$ cat config.mk
export PLATFORM = sky130hd
export DESIGN_NAME = frame_rate_bucket_estimator_core_flat
export DESIGN_NICKNAME = d
export VERILOG_FILES = /design/src/rtl/frbe_pkg.sv /design/src/rtl/frbe_sample_if.sv /design/src/rtl/frbe_result_if.sv /design/src/rtl/frbe_cfg_if.sv /design/src/rtl/frbe_window.sv /design/src/rtl/frbe_div.sv /design/src/rtl/frame_rate_bucket_estimator_core.sv /design/src/flat_wrapper.sv
export VERILOG_INCLUDE_DIRS = /design/src /design/src/rtl
export SDC_FILE = /design/constraint.sdc
export NUM_CORES = 1
export LEC_CHECK = 0
export BUFFER_PORTS_ARGS = -buffer_cell sky130_fd_sc_hd__buf_2
export CAP_MARGIN = 20
export CORE_MARGIN = 3
export CORE_UTILIZATION = 40
export DETAILED_ROUTE_END_ITERATION = 10
export HOLD_SLACK_MARGIN = 0.03
export PLACE_DENSITY_LB_ADDON = 0.08
export SYNTH_ARGS = -nofsm -noshare
export SYNTH_HDL_FRONTEND = slang
export SYNTH_HIERARCHICAL = 1
export SYNTH_SLANG_ARGS = --single-unit
$ cat constraint.sdc
create_clock -name clk -period 6.5 [get_ports clk]
set_clock_uncertainty 0.2 [all_clocks]
set_input_delay 0.975 -clock clk [delete_from_list [all_inputs] [get_ports clk]]
set_output_delay 0.975 -clock clk [all_outputs]
set_load 0.02 [all_outputs]
$ cat src/rtl/assert_macros.svh
// assertion helpers, compiled out with NO_ASSERTIONS
`ifndef ASSERT_MACROS_SVH
`define ASSERT_MACROS_SVH

`ifndef NO_ASSERTIONS

// clocked property, ignored while reset is high
`define FRBE_ASSERT(lbl, clk, rst, prop) \
  lbl: assert property (@(posedge clk) disable iff (rst) prop) \
    else $error("frbe assertion failed");

// clocked property, checked during reset as well
`define FRBE_ASSERT_ALWAYS(lbl, clk, prop) \
  lbl: assert property (@(posedge clk) prop) \
    else $error("frbe assertion failed");

`else

`define FRBE_ASSERT(lbl, clk, rst, prop)
`define FRBE_ASSERT_ALWAYS(lbl, clk, prop)

`endif

`endif

$ cat src/rtl/frbe_pkg.sv
package frbe_pkg;

  localparam int WINDOW_DEF = 15;

  localparam int DUR_W  = 32;
  localparam int MIN_W  = 4;
  localparam int FPS_W  = 20;
  localparam int QUO_W  = 20;
  localparam int DEN_W  = DUR_W + 1;
  localparam int DSH_W  = DEN_W + QUO_W - 1;
  localparam int QCNT_W = $clog2(QUO_W);

  localparam logic [MIN_W-1:0] MIN_SAMPLES_RST = MIN_W'(3);
  localparam logic [DEN_W-1:0] FPS_NUM         = DEN_W'(2000000);
  localparam logic [FPS_W-1:0] FPS_MAX         = FPS_W'(1000000);

  localparam logic KIND_SAMPLE  = 1'b0;
  localparam logic KIND_RESTART = 1'b1;

  typedef enum logic [2:0] {
    S_IDLE,
    S_SCAN,
    S_DRAIN,
    S_LO,
    S_LO_WAIT,
    S_HI,
    S_HI_WAIT,
    S_DONE
  } frbe_state_t;

  typedef struct packed {
    logic clear;
    logic rd_en;
  } frbe_win_ctl_t;

  typedef struct packed {
    logic busy;
    logic done;
  } frbe_div_sts_t;

endpackage

$ cat src/rtl/frbe_sample_if.sv
interface frbe_sample_if;
  import frbe_pkg::*;

  logic             valid;
  logic             ready;
  logic             kind;
  logic [DUR_W-1:0] duration_us;

  modport source (output valid, output kind, output duration_us, input ready);
  modport sink   (input valid, input kind, input duration_us, output ready);
endinterface

$ cat src/rtl/frbe_result_if.sv
interface frbe_result_if;
  import frbe_pkg::*;

  logic             valid;
  logic             ready;
  logic             fps_valid;
  logic [FPS_W-1:0] fps_bucket;

  modport source (output valid, output fps_valid, output fps_bucket, input ready);
  modport sink   (input valid, input fps_valid, input fps_bucket, output ready);
endinterface

$ cat src/rtl/frbe_cfg_if.sv
interface frbe_cfg_if;
  import frbe_pkg::*;

  logic             valid;
  logic             ready;
  logic [MIN_W-1:0] data;

  modport source (output valid, output data, input ready);
  modport sink   (input valid, input data, output ready);
endinterface

$ cat src/rtl/frbe_window.sv
module frbe_window #(
  parameter int Window = frbe_pkg::WINDOW_DEF,
  parameter int SlotW  = $clog2(Window)
) (
  input  logic                        clk,
  input  logic                        rst,
  input  frbe_pkg::frbe_win_ctl_t     ctl,
  input  logic [SlotW-1:0]            rd_addr,
  input  logic                        wr_en,
  input  logic [SlotW-1:0]            wr_addr,
  input  logic [frbe_pkg::DUR_W-1:0]  wr_data,
  output logic [frbe_pkg::DUR_W-1:0]  lo,
  output logic [frbe_pkg::DUR_W-1:0]  hi
);
  import frbe_pkg::*;

  logic [DUR_W-1:0] mem [Window];
  logic [DUR_W-1:0] rd_data;
  logic             rd_vld;

  // duration ring, one write and one registered read a cycle
  always_ff @(posedge clk) begin
    if (wr_en) begin
      mem[wr_addr] <= wr_data;
    end
    if (ctl.rd_en) begin
      rd_data <= mem[rd_addr];
    end
  end

  always_ff @(posedge clk) begin
    if (rst) begin
      rd_vld <= 1'b0;
    end else begin
      rd_vld <= ctl.rd_en;
    end
  end

  // running min and max over the scanned entries
  always_ff @(posedge clk) begin
    if (ctl.clear) begin
      lo <= '1;
      hi <= '0;
    end else if (rd_vld) begin
      if (rd_data < lo) begin
        lo <= rd_data;
      end
      if (rd_data > hi) begin
        hi <= rd_data;
      end
    end
  end

endmodule

$ cat src/rtl/frbe_div.sv
module frbe_div (
  input  logic                        clk,
  input  logic                        rst,
  input  logic                        start,
  input  logic [frbe_pkg::DUR_W-1:0]  dur,
  output frbe_pkg::frbe_div_sts_t     sts,
  output logic [frbe_pkg::FPS_W-1:0]  quo
);
  import frbe_pkg::*;

  `include "assert_macros.svh"

  logic [DEN_W-1:0]  rem;
  logic [DSH_W-1:0]  dsh;
  logic [QCNT_W-1:0] step;
  logic              busy;
  logic              done;
  logic              ge;

  // quotient stays below 2^QUO_W, so the shifted divisor starts at bit QUO_W-1
  assign ge = {{(DSH_W-DEN_W){1'b0}}, rem} >= dsh;

  always_ff @(posedge clk) begin
    if (rst) begin
      busy <= 1'b0;
      done <= 1'b0;
      step <= '0;
    end else begin
      done <= 1'b0;
      if (start) begin
        busy <= 1'b1;
        step <= '0;
      end else if (busy) begin
        if (step == QCNT_W'(QUO_W - 1)) begin
          busy <= 1'b0;
          done <= 1'b1;
        end
        step <= step + QCNT_W'(1);
      end
    end
  end

  always_ff @(posedge clk) begin
    if (start) begin
      rem <= FPS_NUM + {1'b0, dur};
      dsh <= {dur, 1'b0, {(QUO_W-1){1'b0}}};
      quo <= '0;
    end else if (busy) begin
      if (ge) begin
        rem <= rem - dsh[DEN_W-1:0];
      end
      dsh <= dsh >> 1;
      quo <= {quo[FPS_W-2:0], ge};
    end
  end

  assign sts.busy = busy;
  assign sts.done = done;

  `FRBE_ASSERT(a_start_busy, clk, rst, start |=> busy)
  `FRBE_ASSERT(a_done_ends, clk, rst, done |-> !busy && $past(busy))
  `FRBE_ASSERT(a_quo_range, clk, rst, done && $past(dur != '0) |-> quo <= FPS_MAX)

endmodule

$ cat src/rtl/frame_rate_bucket_estimator_core.sv
// Frame rate bucket estimator. Each sample item (kind 0) carries a frame
// duration in microseconds, a duration of 0 counting as 1; it is stored in a
// ring of Window entries and the sample count saturates at Window. Once the
// count reaches the requirement (min_samples, or Window after a disagreement
// has been seen) the ring is scanned for its shortest and longest duration,
// both are turned into fps buckets floor((2000000 + d) / (2 d)), and equal
// buckets give the estimate while unequal ones clear it and raise the
// requirement. A restart item (kind 1) clears the ring, the estimate and the
// raised requirement. Every item yields one result item with the current
// estimate. One item at a time is worked on: an item that needs no scan goes
// straight to the result register, while one that scans runs the
// one-entry-a-cycle read of the ring memory and two 20-step serial divisions
// on a shared divider. A waiting result does not stop the next item from being
// taken. min_samples is written through the cfg channel,
// which is always ready.
module frame_rate_bucket_estimator_core #(
  parameter int Window = frbe_pkg::WINDOW_DEF
) (
  input  logic        clk,
  input  logic        rst,
  frbe_sample_if.sink   sample,
  frbe_result_if.source estimate,
  frbe_cfg_if.sink      cfg
);
  import frbe_pkg::*;

  `include "assert_macros.svh"

  localparam int SlotW = $clog2(Window);
  localparam int CntW  = $clog2(Window + 1);
  localparam int CmpW  = (CntW > MIN_W) ? CntW : MIN_W;

  frbe_state_t state, state_next;

  // configuration
  logic [MIN_W-1:0] min_samples;

  // estimator state
  logic [SlotW-1:0] write_slot;
  logic [CntW-1:0]  sample_count;
  logic             requirement_raised;
  logic             estimate_valid;
  logic [FPS_W-1:0] estimate_value;

  // scan and division
  logic [SlotW-1:0] rd_addr;
  logic [FPS_W-1:0] bucket_lo;
  logic [DUR_W-1:0] win_lo;
  logic [DUR_W-1:0] win_hi;
  logic [FPS_W-1:0] div_quo;
  frbe_div_sts_t    div_sts;
  frbe_win_ctl_t    win_ctl;
  logic             div_start;

  // result register
  logic             res_valid;
  logic             res_fps_valid;
  logic [FPS_W-1:0] res_fps_bucket;

  // accept side
  logic             in_acc;
  logic             acc_sample;
  logic [DUR_W-1:0] dur_fix;
  logic [CntW-1:0]  count_inc;
  logic [CmpW-1:0]  need;
  logic             go_scan;
  logic             scan_last;
  logic             res_load;

  assign cfg.ready = 1'b1;

  always_ff @(posedge clk) begin
    if (rst) begin
      min_samples <= MIN_SAMPLES_RST;
    end else if (cfg.valid) begin
      min_samples <= cfg.data;
    end
  end

  assign in_acc     = sample.valid && sample.ready;
  assign acc_sample = in_acc && (sample.kind == KIND_SAMPLE);

  // zero duration counts as one microsecond
  assign dur_fix = (sample.duration_us == '0) ? DUR_W'(1) : sample.duration_us;

  // count after this sample, saturating at the window depth
  assign count_inc = (sample_count == CntW'(Window)) ? sample_count
                                                     : sample_count + CntW'(1);

  assign need    = requirement_raised ? CmpW'(Window) : CmpW'(min_samples);
  assign go_scan = CmpW'(count_inc) >= need;

  // last entry of the scan is count - 1 (entries 0 .. count - 1 hold samples)
  assign scan_last = CntW'(rd_addr) == (sample_count - CntW'(1));

  // result slot frees up when empty or being taken this cycle
  assign res_load = (state == S_DONE) && (!res_valid || estimate.ready);

  always_ff @(posedge clk) begin
    if (rst) begin
      state <= S_IDLE;
    end else begin
      state <= state_next;
    end
  end

  always_comb begin
    state_next   = state;
    sample.ready = 1'b0;
    win_ctl      = '0;
    div_start    = 1'b0;
    unique case (state)
      // ready is high here, so valid alone marks the accepted item
      S_IDLE: begin
        sample.ready = 1'b1;
        if (sample.valid) begin
          if ((sample.kind == KIND_SAMPLE) && go_scan) begin
            win_ctl.clear = 1'b1;
            state_next    = S_SCAN;
          end else begin
            state_next = S_DONE;
          end
        end
      end
      S_SCAN: begin
        win_ctl.rd_en = 1'b1;
        if (scan_last) begin
          state_next = S_DRAIN;
        end
      end
      // last read lands in the min/max registers
      S_DRAIN: begin
        state_next = S_LO;
      end
      S_LO: begin
        div_start  = 1'b1;
        state_next = S_LO_WAIT;
      end
      S_LO_WAIT: begin
        if (div_sts.done) begin
          state_next = S_HI;
        end
      end
      S_HI: begin
        div_start  = 1'b1;
        state_next = S_HI_WAIT;
      end
      S_HI_WAIT: begin
        if (div_sts.done) begin
          state_next = S_DONE;
        end
      end
      S_DONE: begin
        if (res_load) begin
          state_next = S_IDLE;
        end
      end
      default: begin
        state_next = S_IDLE;
      end
    endcase
  end

  // ring position, count and estimate
  always_ff @(posedge clk) begin
    if (rst) begin
      write_slot         <= '0;
      sample_count       <= '0;
      requirement_raised <= 1'b0;
      estimate_valid     <= 1'b0;
      estimate_value     <= '0;
    end else begin
      if (in_acc && (sample.kind == KIND_RESTART)) begin
        write_slot         <= '0;
        sample_count       <= '0;
        requirement_raised <= 1'b0;
        estimate_valid     <= 1'b0;
        estimate_value     <= '0;
      end else if (acc_sample) begin
        write_slot   <= (write_slot == SlotW'(Window - 1)) ? '0 : write_slot + SlotW'(1);
        sample_count <= count_inc;
      end
      // buckets of shortest and longest duration agree or not
      if ((state == S_HI_WAIT) && div_sts.done) begin
        if (bucket_lo != div_quo) begin
          estimate_valid     <= 1'b0;
          estimate_value     <= '0;
          requirement_raised <= 1'b1;
        end else begin
          estimate_valid <= 1'b1;
          estimate_value <= bucket_lo;
        end
      end
    end
  end

  always_ff @(posedge clk) begin
    if (in_acc) begin
      rd_addr <= '0;
    end else if (state == S_SCAN) begin
      rd_addr <= rd_addr + SlotW'(1);
    end
    if ((state == S_LO_WAIT) && div_sts.done) begin
      bucket_lo <= div_quo;
    end
  end

  frbe_window #(
    .Window (Window),
    .SlotW  (SlotW)
  ) u_window (
    .clk     (clk),
    .rst     (rst),
    .ctl     (win_ctl),
    .rd_addr (rd_addr),
    .wr_en   (acc_sample),
    .wr_addr (write_slot),
    .wr_data (dur_fix),
    .lo      (win_lo),
    .hi      (win_hi)
  );

  frbe_div u_div (
    .clk   (clk),
    .rst   (rst),
    .start (div_start),
    .dur   ((state == S_HI) ? win_hi : win_lo),
    .sts   (div_sts),
    .quo   (div_quo)
  );

  // result register parts the two sides
  always_ff @(posedge clk) begin
    if (rst) begin
      res_valid <= 1'b0;
    end else if (res_load) begin
      res_valid <= 1'b1;
    end else if (estimate.ready) begin
      res_valid <= 1'b0;
    end
  end

  always_ff @(posedge clk) begin
    if (res_load) begin
      res_fps_valid  <= estimate_valid;
      res_fps_bucket <= estimate_valid ? estimate_value : '0;
    end
  end

  assign estimate.valid      = res_valid;
  assign estimate.fps_valid  = res_fps_valid;
  assign estimate.fps_bucket = res_fps_bucket;

  `FRBE_ASSERT(a_count_bound, clk, rst, sample_count <= CntW'(Window))
  `FRBE_ASSERT(a_slot_bound, clk, rst, write_slot <= SlotW'(Window - 1))
  `FRBE_ASSERT(a_restart_clears, clk, rst,
    in_acc && (sample.kind == KIND_RESTART) |=> !estimate_valid && !requirement_raised)
  `FRBE_ASSERT(a_invalid_zero, clk, rst,
    estimate.valid && !estimate.fps_valid |-> estimate.fps_bucket == '0)
  `FRBE_ASSERT(a_div_idle_outside, clk, rst,
    div_sts.busy |-> (state == S_LO_WAIT) || (state == S_HI_WAIT))

endmodule
$ cat src/flat_wrapper.sv
// flat-port wrapper written by rule: the top's interface ports become plain ports
module frame_rate_bucket_estimator_core_flat import frbe_pkg::*;
#(
  parameter int Window = frbe_pkg::WINDOW_DEF
)
  (clk, rst, sample_valid, sample_kind, sample_duration_us, sample_ready, estimate_valid, estimate_fps_valid, estimate_fps_bucket, estimate_ready, cfg_valid, cfg_data, cfg_ready);
  frbe_sample_if sample_i ();
  frbe_result_if estimate_i ();
  frbe_cfg_if cfg_i ();
  input  logic clk;
  input  logic rst;
  input wire logic [$bits(sample_i.valid)-1:0] sample_valid;
  input wire logic [$bits(sample_i.kind)-1:0] sample_kind;
  input wire logic [$bits(sample_i.duration_us)-1:0] sample_duration_us;
  output wire logic [$bits(sample_i.ready)-1:0] sample_ready;
  output wire logic [$bits(estimate_i.valid)-1:0] estimate_valid;
  output wire logic [$bits(estimate_i.fps_valid)-1:0] estimate_fps_valid;
  output wire logic [$bits(estimate_i.fps_bucket)-1:0] estimate_fps_bucket;
  input wire logic [$bits(estimate_i.ready)-1:0] estimate_ready;
  input wire logic [$bits(cfg_i.valid)-1:0] cfg_valid;
  input wire logic [$bits(cfg_i.data)-1:0] cfg_data;
  output wire logic [$bits(cfg_i.ready)-1:0] cfg_ready;
  assign sample_i.valid = sample_valid;
  assign sample_i.kind = sample_kind;
  assign sample_i.duration_us = sample_duration_us;
  assign sample_ready = sample_i.ready;
  assign estimate_valid = estimate_i.valid;
  assign estimate_fps_valid = estimate_i.fps_valid;
  assign estimate_fps_bucket = estimate_i.fps_bucket;
  assign estimate_i.ready = estimate_ready;
  assign cfg_i.valid = cfg_valid;
  assign cfg_i.data = cfg_data;
  assign cfg_ready = cfg_i.ready;
  frame_rate_bucket_estimator_core #(.Window(Window)) u_core (.clk(clk), .rst(rst), .sample(sample_i), .estimate(estimate_i), .cfg(cfg_i));
endmodule
Yosys cells after proc, flatten, opt, wreduce, memory -nomap -nowiden
Memories as Yosys holds them, arrays and structs flattened. A register that Yosys moved wholly into a read port is not among the register bits.
Cells that the tools add are included.
Widths: inputs -> output; s select.
- bits in registers: 260
- bits in writable memories: 480
- bits of input ports: 42
- output and inout bits: 24
- word-level logic and storage cells: 116
- memories: 1
- $add $sub $neg: 7
- magnitude comparators: 4
- eq/ne operators: 17
- multiplexer cells: 40
- bitwise gates (word level): 2
- reductions and logical operators: 23
- memory list (memory ; words ; bits a word ; read ports ; clocked after Yosys merged registers in ; wr ports ; line ; text):
    u_core.u_window.mem ; 15 ; 32 ; 1 ; 1 ; 1 ; frbe_window.sv:17 ; logic [DUR_W-1:0] mem [Window];
- operators with widths (cell ; count):
    $mux 52 ; 2
    $mux 33 ; 3
    $mux 32 ; 2
    $mux 20 ; 3
    $ge 33x52->1 ; 1
    $add 21x32->33 const A ; 1
    $sub 33x33->33 ; 1
    $gt 32x32->1 ; 1
    $logic_not 32->1 ; 1
    $lt 32x32->1 ; 1
    $pmux 3 s8 ; 1
    $mux 1 ; 20
    $ne 20x20->1 ; 1
    $mux 3 ; 6
    $add 4x1->4 const B ; 3
    $eq 3x3->1 const B ; 4
    $mux 4 ; 3
    $eq 4x4->1 const B ; 2
    $reduce_bool 2->1 ; 4
    $logic_and 1x1->1 ; 7
    $eq 3x2->1 const B ; 2
    $ne 2x2->1 const B ; 3
    $reduce_and 2->1 ; 3
    $reduce_or 2->1 ; 3
    other kinds (13) ; 15

Logic depth before layout (Yosys ltp)
- depth in word-level cells: 7
- depth in mapped cells: 15
- gate-level depth less buffers: 13

Hierarchy
The synthesis kept the hierarchy.
- by module, submodules not included (module ; instances ; cells each ; area each (µm²) ; seq. area each (µm²)):
    frbe_window ; 1 ; 1302 ; 23515.1 ; 16676.0
    frbe_div ; 1 ; 693 ; 6593.8 ; 2892.8
    frame_rate_bucket_estimator_core ; 1 ; 368 ; 4076.4 ; 2072.0

Worst setup path before layout
No wires, ideal clock.
- path kind: input-to-reg
- start: input sample_valid
- end: memory u_core.u_window.mem[0][0], enable pin
- library setup time: 0.461 ns
- data arrival time: 4.355 ns
- setup slack: 1.484 ns
- stages: 5
- path buffers: 0
- cell sequence: nor4b_4 nand2b_1 clkinv_1 or3b_2 nor3_1
- word-level cells in the longest chain between the ends: 4
- RTL lines (what ; line ; text):
    start: declaration ; flat_wrapper.sv:12 ; input wire logic [$bits(sample_i.valid)-1:0] sample_valid;
    $logic_and 1x1->1 ; frame_rate_bucket_estimator_core.sv:80 ; assign in_acc = sample.valid && sample.ready;
    $logic_and 1x1->1 ; frame_rate_bucket_estimator_core.sv:81 ; assign acc_sample = in_acc && (sample.kind == KIND_SAMPLE);
    net u_core.acc_sample ; frame_rate_bucket_estimator_core.sv:62 ; logic acc_sample;
    $mux 1 ; frbe_window.sv:23 ; if (wr_en) begin
    $mux 1 (not written as such) ; frbe_window.sv:24 ; mem[wr_addr] <= wr_data;
    end: declaration ; frbe_window.sv:17 ;
The timed path passes the listed nets, and every way through them passes these cells.

Worst setup path in the final report
- start: register u_core.state[1]
- end: register u_core.u_div.rem[29], data pin
- word-level cells in the longest chain between the ends: 4
- elaborated cells on any way between the ends: 7
- classes of those cells: add/sub: 1; eq/ne: 2; mux: 3; reduce/logical: 1
- RTL lines (what ; line ; text):
    start: declaration ; frame_rate_bucket_estimator_core.sv:33 ; frbe_state_t state, state_next;
    start signal: assignment ; frame_rate_bucket_estimator_core.sv:103 ; state <= state_next;
    $eq 3x3->1 or $eq 3x2->1 (tied branches) ; frame_rate_bucket_estimator_core.sv:112, frame_rate_bucket_estimator_core.sv:227 ;
    $mux 32 or $reduce_or 2->1 (tied branches) ; -- ;
    $add 21x32->33 or $mux 1 (tied branches) ; frbe_div.sv:45, frame_rate_bucket_estimator_core.sv:112 ;
    $mux 33 (*) ; frbe_div.sv:44 ; if (start) begin
    end signal: assignment ; frbe_div.sv:45 ; rem <= FPS_NUM + {1'b0, dur};
    end signal: assignment ; frbe_div.sv:50 ; rem <= rem - dsh[DEN_W-1:0];
    end: declaration ; frbe_div.sv:13 ; logic [DEN_W-1:0] rem;
Mark *: on every way between the ends. The rest lies on a longest branch, timed or not.
A chain may end at the register's enable or synchronous reset.

==> impl_results.md <==
- Iter 0 DRT Violations: 1057
- Setup Viol. Count Final: 0
- Via count: 18990
- Final period util: 65.53%
- Post-placement cell count: 3457
- Chip Height: 298.3 um
- Reg2Reg Depth: 12
- Initial Utilization: 40.65%
- Initial antenna violation count: 7
- Multi-input logic area: 11600 um2
- CTS clock-pin slew for the worst setup and hold paths: 0.06 ns
- Largest net degree at the start of global routing: 156
- VDD IR-drop max: 0.0002650 V
- CP required: 6.75 ns
- Post-Syn Nets: 2510
- Worst setup margin: 2.240 ns
- Fillers: 7487
- Final ANT Viol Nets: 0
- CTS tree: done
- Remaining Overflow, GRT: 0
- Share of layout cells above drive strength 1: 18.21%
- Met3 Use GR: 2.682%
- H-tree lvl count: 3
- Setup TNS: 0 ns
- Worst-Skew Late Latency: 0.65 ns
- Post-CTS sizing: 0
- Worst hold start: u_core/estimate_value[15]$_SDFFE_PP0P_
- Total power: 0.01623 W
- Hold Path Stages: 1
- Util after Layout: 46.16%
- DIE AREA: 88990 um2
- Area added between synthesis and finish: 13.56%
- Clock tree buffer depth: 3
- Post-DP HPWL: 46910 um
- Reg2reg end: u_core/u_div/rem[29]$_DFFE_PP_
- Pin slew with the least headroom to its limit: 1.074 ns
- WHS Endpoint: u_core/estimate_value[15]$_SDFFE_PP0P_
- Outcome: finished clean
- Num CTS Buffers: 87
- Setup Fix Bufs, Post-CTS: 0
- IO Count: 66
- Max-cap viol count: 0
- FP Rows: 106
- CP Class: flop to flop
- DRT Pass-1 Iters: 5
- GRT met1 Usage: 22.56%
- Mapped Area: 34180 um2
- GR peak layer: met2
- Relative max-transition margin: 28.41%
- Pre-CTS setup slack: 2.162 ns
- DRT Wirelength: 76070 um
- Final Hold Viols: 0
- WP data arrival: 4.51 ns
- FF/Latch Area: 21650 um2
- Power Dens Cells: 418.1 nW/um2
- Root Buffer: clkbuf_16
- Crit end category: flop
- Leakage: 13.21 nW
- Die W: 298.3 um
- Drt drc: 0
- Post-layout min period: 4.260 ns
- Wire per inst: 20.98 um
- RSZ-0062 raised after global routing: false
- First-pass GRT wire length: 118500 um
- Hold WC Path Type: flop to flop
- Vias in the first global route: 19690
- Max Slew Vio Count: 0
- Reg-to-reg startpoint: u_core/state[1]$_SDFFE_PP0P_
- CP startpoint kind: flop
- Sink Count: 772
- Fin nets: 2561
- GPL Wtd Cong: 0.8155
- Post-route insts no fill: 3625
- GR Util All Layers: 17.18%
- YS warnings: 6
- Avg Vias per Cell: 5.239
- Register-to-register path setup slack: 2.24 ns
- Fmax: 0.2348 GHz
- Post-Syn Instances: 2362
- Core area: 84090 um2
- Post-Syn Area per Cell: 14.47 um2
- I/O Buffers: 64
- Met2 usage: 29.56%
- Hold Buf Count CTS: 0
- Crit Path Max Fanout: 17
==> cell usage in the layout, fill, tap and decap left out, types with 41 or more instances in the layout <==
cell       count
buf_2         64
mux2i_1      142
inv_1        114
dfxtp_1      149
clkbuf_16     89
a22o_1        41
nand2_1      133
edfxtp_1     618
o21ai_0       85
xor2_1        42
nand2b_1      77
a21oi_1       70
nor2_1       157
ha_1         105
mux4_2       128
==> flip-flops by register name (all words and copies together) (netlist names), 5 cells and up <==
| name | count |
|---|---|
| u_core/bucket_lo | 20 |
| u_core/estimate.fps_bucket | 20 |
| u_core/estimate_value | 20 |
| u_core/u_div/dsh | 52 |
| u_core/u_div/quo | 20 |
| u_core/u_div/rem | 33 |
| u_core/u_div/step | 5 |
| u_core/u_window/hi | 32 |
| u_core/u_window/lo | 32 |
| u_core/u_window/mem | 480 |
| u_core/u_window/rd_data | 32 |
==> metrics by stage <==
step | hold slack [ns] | area (um2)
finish | 0.2731 | 38810
global route | 0.2902 | 38800
CTS | 0.2742 | 38790
detailed placement | 0.2572 | 35720
global placement | 0.2591 | 35670
floorplan | 0.2405 | 34180
==> worst max-delay path by stage <==
| stage | startpoint | to | slack [ns] | depth (start not counted) |
|---|---|---|---|---|
| 4_1_cts | u_core/state[1]$_SDFFE_PP0P_ | u_core/u_div/rem[29]$_DFFE_PP_ | 2.11 | 12 |
| 2_1_floorplan | sample_valid | u_core/u_window/mem[0][0]$_DFFE_PP_ | 1.48 | 5 |
| 3_3_place_gp | u_core/state[1]$_SDFFE_PP0P_ | u_core/u_div/rem[29]$_DFFE_PP_ | 2.25 | 12 |
| 5_1_grt | u_core/state[1]$_SDFFE_PP0P_ | u_core/u_div/rem[29]$_DFFE_PP_ | 1.91 | 12 |
| 3_5_place_dp | u_core/state[1]$_SDFFE_PP0P_ | u_core/u_div/rem[29]$_DFFE_PP_ | 2.16 | 12 |
| 6_report | u_core/state[1]$_SDFFE_PP0P_ | u_core/u_div/rem[29]$_DFFE_PP_ | 2.24 | 12 |
==> report_power, final <==
part	switching, W	internal (W)	total (W)
registers	0.000420	0.00601	0.00643
clock network	0.00203	0.00312	0.00515
logic	0.00263	0.00203	0.00466
total	0.00508	0.0111	0.0162
==> worst max-delay path: stages (launching register included) <==
cell and delay (ns):
dfxtp_1 0.62, and2b_2 0.30, nand2_1 0.62, mux2_2 0.48, ha_1 0.24, a21oi_1 0.27
nor2_1 0.13, o21ai_1 0.24, nand2_1 0.16, nand3_1 0.25, o21ai_0 0.12, and3_1 0.18
a311oi_1 0.23
==> routing by layer <==
layer  part of all wire (%)  up-vias
met5                 0.0092        -
met1                     45     9637
met3                    3.2      121
met2                     50      259
li1                       -     8974
met4                    2.4        2
==> cell type report <==
type | count | area share [%]
timing repair buffer | 96 | 1.631
clock buffer | 101 | 5.932
tap | 1134 | 3.656
clock inverter | 63 | 1.966
inverter | 116 | 1.122
sequential | 772 | 55.79
multi-input combinational | 1340 | 29.89
antenna | 3 | 0.01934
(Power assumes the default switching activity.)
